### src/rtl/acrc_pkg.sv
// ----------------------------------------------------------------------------
// Access range race checker package
// Shared widths, result codes and the structs passed between the core and
// its per-thread cells.
// ----------------------------------------------------------------------------
package acrc_pkg;

   localparam int THREAD_SLOTS = 16;
   localparam int TID_W        = 4;
   localparam int ADDR_W       = 48;
   localparam int SIZE_W       = 21;
   localparam int END_W        = ADDR_W + 1;
   localparam int ID_W         = 32;
   localparam int KIND_W       = 2;

   localparam logic [KIND_W-1:0] KIND_NONE = 2'd0;
   localparam logic [KIND_W-1:0] KIND_WW   = 2'd1;
   localparam logic [KIND_W-1:0] KIND_WR   = 2'd2;
   localparam logic [KIND_W-1:0] KIND_RW   = 2'd3;

   localparam logic OP_RECORD = 1'b0;
   localparam logic OP_CLEAR  = 1'b1;

   // request as broadcast to every cell
   typedef struct packed {
      logic              valid;
      logic              clear;
      logic              check;
      logic [ADDR_W-1:0] w_addr;
      logic [END_W-1:0]  w_end;
      logic              w_ok;
      logic [ADDR_W-1:0] r_addr;
      logic [END_W-1:0]  r_end;
      logic              r_ok;
      logic [ID_W-1:0]   inst_id;
   } acrc_bcast_type;

   // first conflict found so far along the cell chain
   typedef struct packed {
      logic              found;
      logic [TID_W-1:0]  thread;
      logic [KIND_W-1:0] kind;
   } acrc_hit_type;

   function automatic logic size_ok(input logic [SIZE_W-1:0] size);
      return (size != '0) && !size[SIZE_W-1];
   endfunction

   function automatic logic [END_W-1:0] range_end(input logic [ADDR_W-1:0] addr,
                                                 input logic [SIZE_W-1:0] size);
      return {1'b0, addr} + END_W'(size);
   endfunction

   function automatic logic ranges_meet(input logic [ADDR_W-1:0] a,
                                        input logic [END_W-1:0]  a_end,
                                        input logic [ADDR_W-1:0] b,
                                        input logic [END_W-1:0]  b_end);
      return (a == b)
          || ((a <= b) && ({1'b0, b} < a_end))
          || ((b <= a) && ({1'b0, a} < b_end));
   endfunction

endpackage

### src/rtl/acrc_cell.sv
// ----------------------------------------------------------------------------
// Access range race checker cell
// Holds one thread's pending entry, compares it against the broadcast
// request and merges its hit into the priority chain from its neighbor.
// ----------------------------------------------------------------------------
module acrc_cell (
   input  logic                        clock,
   input  logic                        reset,
   input  logic                        self_check,
   input  logic                        sel,
   input  logic [acrc_pkg::TID_W-1:0]  cell_index,
   input  acrc_pkg::acrc_bcast_type    bcast,
   input  acrc_pkg::acrc_hit_type      hit_prev,
   output acrc_pkg::acrc_hit_type      hit_next
);
   import acrc_pkg::*;

   logic              w_ok_ff;
   logic              r_ok_ff;
   logic [ADDR_W-1:0] w_addr_ff;
   logic [END_W-1:0]  w_end_ff;
   logic [ADDR_W-1:0] r_addr_ff;
   logic [END_W-1:0]  r_end_ff;
   logic [ID_W-1:0]   inst_id_ff;
   logic [KIND_W-1:0] kind_ff;
   logic [KIND_W-1:0] kind_in;
   logic              counts;

   always_comb begin
      counts  = self_check || (bcast.inst_id != inst_id_ff);
      kind_in = KIND_NONE;
      if (bcast.valid && bcast.check && !sel && counts) begin
         if (bcast.w_ok && w_ok_ff
             && ranges_meet(bcast.w_addr, bcast.w_end, w_addr_ff, w_end_ff)) begin
            kind_in = KIND_WW;
         end else if (bcast.w_ok && r_ok_ff
             && ranges_meet(bcast.w_addr, bcast.w_end, r_addr_ff, r_end_ff)) begin
            kind_in = KIND_WR;
         end else if (bcast.r_ok && w_ok_ff
             && ranges_meet(bcast.r_addr, bcast.r_end, w_addr_ff, w_end_ff)) begin
            kind_in = KIND_RW;
         end
      end
   end

   always_ff @(posedge clock) begin
      if (reset) begin
         w_ok_ff <= 1'b0;
         r_ok_ff <= 1'b0;
         kind_ff <= KIND_NONE;
      end else begin
         if (bcast.valid) begin
            kind_ff <= kind_in;
         end
         if (bcast.valid && sel) begin
            if (bcast.clear) begin
               w_ok_ff <= 1'b0;
               r_ok_ff <= 1'b0;
            end else begin
               w_ok_ff <= bcast.w_ok;
               r_ok_ff <= bcast.r_ok;
            end
         end
      end
   end

   always_ff @(posedge clock) begin
      if (bcast.valid && sel && !bcast.clear) begin
         w_addr_ff  <= bcast.w_addr;
         w_end_ff   <= bcast.w_end;
         r_addr_ff  <= bcast.r_addr;
         r_end_ff   <= bcast.r_end;
         inst_id_ff <= bcast.inst_id;
      end
   end

   always_comb begin
      hit_next = hit_prev;
      if (!hit_prev.found && (kind_ff != KIND_NONE)) begin
         hit_next.found  = 1'b1;
         hit_next.thread = cell_index;
         hit_next.kind   = kind_ff;
      end
   end

endmodule

### config.mk
export PLATFORM = sky130hd
export DESIGN_NAME = acrc_cell
export DESIGN_NICKNAME = d
export VERILOG_FILES = /design/src/rtl/acrc_pkg.sv /design/src/rtl/acrc_cell.sv
export SDC_FILE = /design/constraint.sdc
export NUM_CORES = 1
export LEC_CHECK = 0
export BUFFER_PORTS_ARGS = -buffer_cell sky130_fd_sc_hd__buf_2
export CORE_UTILIZATION = 53
export CTS_CLUSTER_SIZE = 28
export DETAILED_ROUTE_END_ITERATION = 8
export GPL_TIMING_DRIVEN = 0
export PLACE_DENSITY_LB_ADDON = 0.08
export SLEW_MARGIN = 25
export SYNTH_ARGS = -nofsm -noshare
export SYNTH_HDL_FRONTEND = slang
export SYNTH_SLANG_ARGS = --single-unit
export TNS_END_PERCENT = 100
### constraint.sdc
create_clock -name clock -period 14.9 [get_ports clock]
set_input_delay 4.47 -clock clock [delete_from_list [all_inputs] [get_ports clock]]
set_output_delay 4.47 -clock clock [all_outputs]
set_load 0.05 [all_outputs]
Word level (Yosys, flattened, before mapping)

Cells that the tools add are included.

Magnitude comparators: 12
Equality and inequality tests: 4
Mux-type cells: 7
Reduce and logical (&&, ||, !) cells: 29

Operator list:

| cell              | number |
|---|---|
| $lt 48x49->1      | 6 |
| $le 48x48->1      | 6 |
| $eq 48x48->1      | 3 |
| $ne 32x32->1      | 1 |
| $logic_and 1x1->1 | 18 |
| $mux 2            | 4 |
| $logic_or 1x1->1  | 7 |
| $mux 7            | 1 |
| $logic_not 1->1   | 3 |
| $mux 1            | 2 |
| $reduce_bool 2->1 | 1 |

Register bits after elaboration: 230
Input bits: 246

Longest topological paths before layout

Gate-level depths: netlist of the first run.

Word-level depth: 9
Mapped depth: 12
Mapped depth without buffers: 12

Worst setup path before layout of the first run

Ideal clock, no wire load.

Path type: input port to flip-flop
From: input port sel
To: register inst_id_ff[0] (enable)
Arrival time: 13.944 ns
Slack: 0.139 ns
Stages: 2
Path through: nand2_1 -> nor2_1

Cells in the longest elaborated chain, start to end: 2

Ends and longest elaborated chain:

| element                        | line            | source |
|---|---|---|
| start: declaration             | acrc_cell.sv:10 | `input logic sel,` |
| $logic_and 1x1->1 (2 in a row) | acrc_cell.sv:68 | `if (bcast.valid && sel && !bcast.clear) begin` |
| end signal: assignment         | acrc_cell.sv:73 | `inst_id_ff <= bcast.inst_id;` |
| end: declaration               | acrc_cell.sv:24 | `logic [ID_W-1:0] inst_id_ff;` |

Every way passes these cells.
A chain may end at the register's enable or synchronous reset.

==> results of run 1 <==
-- flip-flops by register name (all words and copies together), names as in the netlist --
| register | cells |
|---|---|
| inst_id_ff | 32 |
| w_ok_ff | 1 |
| r_ok_ff | 1 |
| r_end_ff | 49 |
| r_addr_ff | 48 |
| kind_ff | 2 |
| w_end_ff | 49 |
| w_addr_ff | 48 |
-- worst max-delay path: cells and delay by family --
family | cells | cell delay [ps]
mux | 1 | 390
compound gates | 1 | 250
buf+inv | 2 | 290
-- routing by layer --
metal / vias to the layer above / routed length, um / GRT usage (%)
met1: 6380 / 21100 / 37.4
met4: 4 / 1280 / 7.83
li1: 6759 / - / -
met2: 413 / 21900 / 48.1
met3: 79 / 3140 / 4.56
met5: - / 17 / 0
-- metrics by stage --
step	setup WS, ps	std cells	hold slack (ps)	total power (W)
2_1_floorplan	139	1667	457	0.000974
3_3_place_gp	-4530	2361	476	0.00110
3_5_place_dp	5020	2371	499	0.00110
4_1_cts	5020	2419	512	0.00178
5_1_grt	4950	2420	553	0.00185
6_report	5020	2421	516	0.00176
-- final cells by class --
type / count / share of cell area (%)
flip-flops and latches: 230 / 33.4
diodes: 2 / 0.0244
repair buffers: 262 / 7.37
well taps: 442 / 2.69
inverters: 290 / 5.30
clock buffers: 31 / 3.36
multi-input cells: 1147 / 46.9
clock inverters: 17 / 0.932
-- power by group through the flow --
stage | Sequential, W | Clock (W) | Combinational (W)
after detailed placement | 0.000779 | 0 | 0.000324
after global routing | 0.000768 | 0.000707 | 0.000376
after CTS | 0.000766 | 0.000686 | 0.000327
after floorplan | 0.000778 | 0 | 0.000196
after global placement | 0.000789 | 0 | 0.000306
final | 0.000766 | 0.000672 | 0.000327
-- worst paths after layout --
| path | cells after the start | slack [ps] | end |
|---|---|---|---|
| min reg2reg | 2 | 520 | r_ok_ff |
| min | 2 | 520 | r_ok_ff |
| max | 4 | 5020 | hit_next[4] |
| max reg2reg | 10 | 11430 | kind_ff[1] |
-- cells in the mapped netlist, drive strengths merged (9+ instances only) --
master / instances / area share (%)
a211oi: 16 / 0.68
a21o: 61 / 2.6
a21oi: 154 / 4.4
a221oi: 15 / 0.78
and4: 17 / 0.85
edfxtp: 226 / 39
ha: 426 / 30
inv: 290 / 6.2
nand2: 94 / 2.0
nand3: 38 / 1.1
nand4: 64 / 2.3
nor2: 41 / 0.88
nor2b: 10 / 0.36
nor3: 15 / 0.43
nor4: 13 / 0.46
o211ai: 9 / 0.41
o21ai: 60 / 1.7
xor2: 28 / 1.4
-- cells by family (layout without fill, tap and decap cells) --
kind of cell             count (synthesis)  in the layout  share of synthesized area [%]
AO/OA/AOI/OAI                          361            361                           12.7
XOR/XNOR                                32             32                           1.59
adder cells (fa/ha/maj)                426            426                           30.3
buffers and inverters                  290            600                           6.19
flip-flops                             230            230                           39.1
multiplexers                             7              7                          0.441
other                                    0              2                              0
AND/OR/NAND/NOR                        321            321                           9.68
==> impl_metrics.ini, run 1 <==
[route]
ant_nets = 0
via_per_inst = 5.63
postRouteWirelength_mm = 47.5
drt-wirelength-per-cell_um = 19.6
first_pass_iters = 6
drtIter0Drc = 798
vias = 13635
residual_drc_count = 0

[clocking]
postCtsHoldBufs = 0
postCtsSetupBuffers = 0
tritoncts = done
cts-root-buf = clkbuf_16
cts.path.max_buffers = 3
clk_latency_ps = 550
path_clk_slew_ps = 60
tritoncts.num_buffers = 27
cts.htree.levels = 1
clock_sink_count = 230
number_of_gates_resized_after_cts = 0

[critical_path]
slowest_delay_ps = 390
cp-end-kind = primary output
startpoint_type = primary input
critical_path.reg2reg.startpoint = w_end_ff[31]
cp_max_fo = 6
worst_path_most_repeated_cell = buf_2
setup.worst_path.start = hit_prev[6]
cp_data_arrival_time_ps = 5410
path_class = in2out
crit_slowest_cell = mux2_2
worstPathRequired_ps = 10430
crit_path_cell_trace = buf_2 > o21bai_1 > mux2_2 > buf_2

[finish]
final_core_util_pct = 63.0
final_cell_mix = ha_1 (426), inv_1 (290), buf_2 (252)
area_taken_by_flip_flops_and_latches_um2 = 6870
flow.area_growth_from_synthesis_pct = 16.8
final_standard_cell_area_without_fillers_um2 = 20500
final_nets = 2630
multi_input_area_um2 = 9640
layout_commonest_cell = ha_1
filler_instances = 2728
ratio_of_cells_with_drive_above_1_in_the_final_layout_pct = 16.1

[pwr]
power_frac_seq_pct = 43.4
peakVddDrop_v = 0.0000967
total_switching_power_w = 0.000481
internal-power_w = 0.00128
share_clk_of_total_power_pct = 38.1
power.switching_fraction_pct = 27.3
power_density_nw_per_um2 = 85.9
p_leak_nw = 10.1
share_comb_of_total_power_pct = 18.5

[min_path]
hold_start = r_ok_ff
min-delay-path-class = reg2reg

[place]
port-buffer-count = 252
dpl-instance-area_um2 = 19700
dpl.hpwl_mm = 40.0
placer_congestion_estimate = 0.923

[sta]
maxSlewViolCount = 0
finalHoldViolCount = 0
clock_skews_ps = 6.08
worst_slew_pin_slew_ps = 946
setup_viol = 0
tns_ps = 0
maxClockFrequency_mhz = 101
min_period_ps = 9880
part_of_the_cycle_the_worst_path_needs_pct = 66.3
grt_setup_unrepaired = false
worst_slew_margin_rel_pct = 36.0

[global_route]
first_global_vias = 13740
grt_remaining_overflow = 0
grt_max_degree = 28
grt_antenna_before_repair = 4
grt_pass1_wl_mm = 72.6
global_route_usage_over_all_layers_pct = 28.4

[die]
die_area_um2 = 33900
fp-row-count = 66
die-height_um = 184
core-area_um2 = 32600
floorplan.initialDensity_pct = 53.9
ios = 253
die_x_um = 184

[synth]
synth.cell_area_um2 = 17600
ys_dominant_reg_cell = edfxtp_1
postSynthAreaPerCell_um2 = 10.5
asyncSetResetFlopFracSynth_pct = 0
synth_nets = 2339
yosysSeqAreaShare_pct = 39.1
post_synth_num_cell_types = 62
synth_seq_cells = 230
syn_inst = 1667
synth_edf_count = 226
yosysWarnings = 0

[run_status]
run_status = completed

[job]
maxCapViolations = 0
No activity file was read; power rests on OpenSTA's default activity.
==> run 2: changes to the inputs <==
--- a/config.mk
+++ b/config.mk
@@ -6,7 +6,7 @@
 export NUM_CORES = 1
 export LEC_CHECK = 0
 export BUFFER_PORTS_ARGS = -buffer_cell sky130_fd_sc_hd__buf_2
-export CORE_UTILIZATION = 53
+export CORE_UTILIZATION = 59
 export CTS_CLUSTER_SIZE = 28
 export DETAILED_ROUTE_END_ITERATION = 8
 export GPL_TIMING_DRIVEN = 0
==> constraint.sdc (replaced) <==
create_clock -name clock -period 10 [get_ports clock]
set_input_delay 3 -clock clock [delete_from_list [all_inputs] [get_ports clock]]
set_output_delay 3 -clock clock [all_outputs]
set_load 0.05 [all_outputs]
==> impl_metrics.ini, run 2 (synthesized netlist as in run 1, its figures left out) <==
[run_status]
run_status = completed

[critical_path]
path_class = in2out
cp_data_arrival_time_ps = 4000
critical_path.reg2reg.startpoint = w_end_ff[32]
worstPathRequired_ps = 7000
startpoint_type = primary input
cp_max_fo = 6
cp-end-kind = primary output
setup.worst_path.start = hit_prev[6]

[sta]
maxClockFrequency_mhz = 143
grt_setup_unrepaired = false
worst_slew_pin_slew_ps = 1010
worst_hold_margin_ps = 501
part_of_the_cycle_the_worst_path_needs_pct = 70.0
min_period_ps = 7000
finalHoldViolCount = 0
setup_viol = 0
postLayoutSetupSlackWorst_ps = 3000
worst_slew_margin_rel_pct = 31.1
maxSlewViolCount = 0
clock_skews_ps = 12.6

[finish]
filler_instances = 2277
final_cell_mix = ha_1 (426), inv_1 (290), buf_2 (252)
flow.area_growth_from_synthesis_pct = 16.9
final_core_util_pct = 70.9
post_layout_nonfiller_instances = 2365
final_nets = 2630
ratio_of_cells_with_drive_above_1_in_the_final_layout_pct = 16.1
largest_registers = r_end_ff (49), w_end_ff (49)
layout_commonest_cell = ha_1

[clocking]
path_clk_slew_ps = 60
postCtsHoldBufs = 0
tritoncts.num_buffers = 27
cts.htree.levels = 1
clk_latency_ps = 550
clock_sink_count = 230
number_of_gates_resized_after_cts = 0
tritoncts = done
postCtsSetupBuffers = 0
cts-root-buf = clkbuf_16
cts.path.max_buffers = 3

[place]
dpl.hpwl_mm = 39.8
placer_congestion_estimate = 0.932
placedCellCount = 2313
port-buffer-count = 252
place_ws_ps = 3020

[pwr]
power_density_nw_per_um2 = 132
p_leak_nw = 10.1
power_w = 0.00272
peakVddDrop_v = 0.000151

[die]
floorplan.initialDensity_pct = 60.6
core-area_um2 = 29000
ios = 253
fp-row-count = 62
die_area_um2 = 30500
die-height_um = 175
die_x_um = 175

[route]
residual_drc_count = 0
ant_nets = 0
vias = 13956
first_pass_iters = 5
via_per_inst = 5.90
postRouteWirelength_mm = 47.7
drtIter0Drc = 1086
drt-wirelength-per-cell_um = 20.2

[min_path]
hold_start = r_ok_ff
min-delay-path-class = reg2reg

[global_route]
grt_remaining_overflow = 0
grt_max_degree = 28
groute.layer.met2.usage_pct = 52.6
gr-usage-met3_pct = 4.37
global_route_usage_over_all_layers_pct = 31.3
first_global_vias = 13988
grt_pass1_wl_mm = 73.5
grt.met1_usage_pct = 41.8
grt_antenna_before_repair = 6
grt_busiest_layer = met2

[job]
maxCapViolations = 0
==> run 2: cell count changes in the layout (fill, tap and decap cells not counted), sizes merged <==
| cell | previous run | this run |
|---|---|---|
| bufinv | 4 | 7 |
| clkbuf | 31 | 32 |
| clkinv | 11 | 4 |
| clkinvlp | 1 | 3 |
| diode | 2 | 5 |
==> run 2: layout make-up <==
class | count | area (um2) | area share, %
antenna | 5 | 12.5 | 0.0609
clock buffer | 32 | 694 | 3.38
clock inverter | 15 | 259 | 1.26
inverter | 290 | 1090 | 5.29
multi-input combinational | 1147 | 9640 | 46.9
sequential | 230 | 6870 | 33.4
tap | 384 | 480 | 2.34
timing repair buffer | 262 | 1520 | 7.40
==> run 2: final timing paths <==
check,depth (start not counted),to,slack (ps)
max,4,hit_next[4],3000
min,2,r_ok_ff,500
max reg2reg,10,kind_ff[1],6660
min reg2reg,2,r_ok_ff,500
==> run 2: worst max-delay path: stages <==
cell,delay (ps)
buf_2,90
o21bai_1,290
mux2_2,400
buf_2,210
==> run 2: routing by layer <==
| layer | share of wire [%] | wire length (um) | vias up |
|---|---|---|---|
| met2 | 47 | 22300 | 490 |
| met1 | 43 | 20700 | 6572 |
| met4 | 3.1 | 1460 | 6 |
| met3 | 6.6 | 3170 | 98 |
| met5 | 0.073 | 35 | - |
| li1 | - | - | 6790 |
==> run 2: metrics by stage <==
stage	cell area (um2)	setup TNS, ps
after global placement	19300	-515230
after floorplan	17600	0
after CTS	20500	0
final	20600	0
after global routing	20600	0
after detailed placement	19600	0
==> run 2: power by group <==
group	leakage (nW)	internal (W)	switching [W]
logic	7.54	0.000208	0.000286
registers	2.11	0.00111	0.0000299
clock network	0.454	0.000673	0.000408
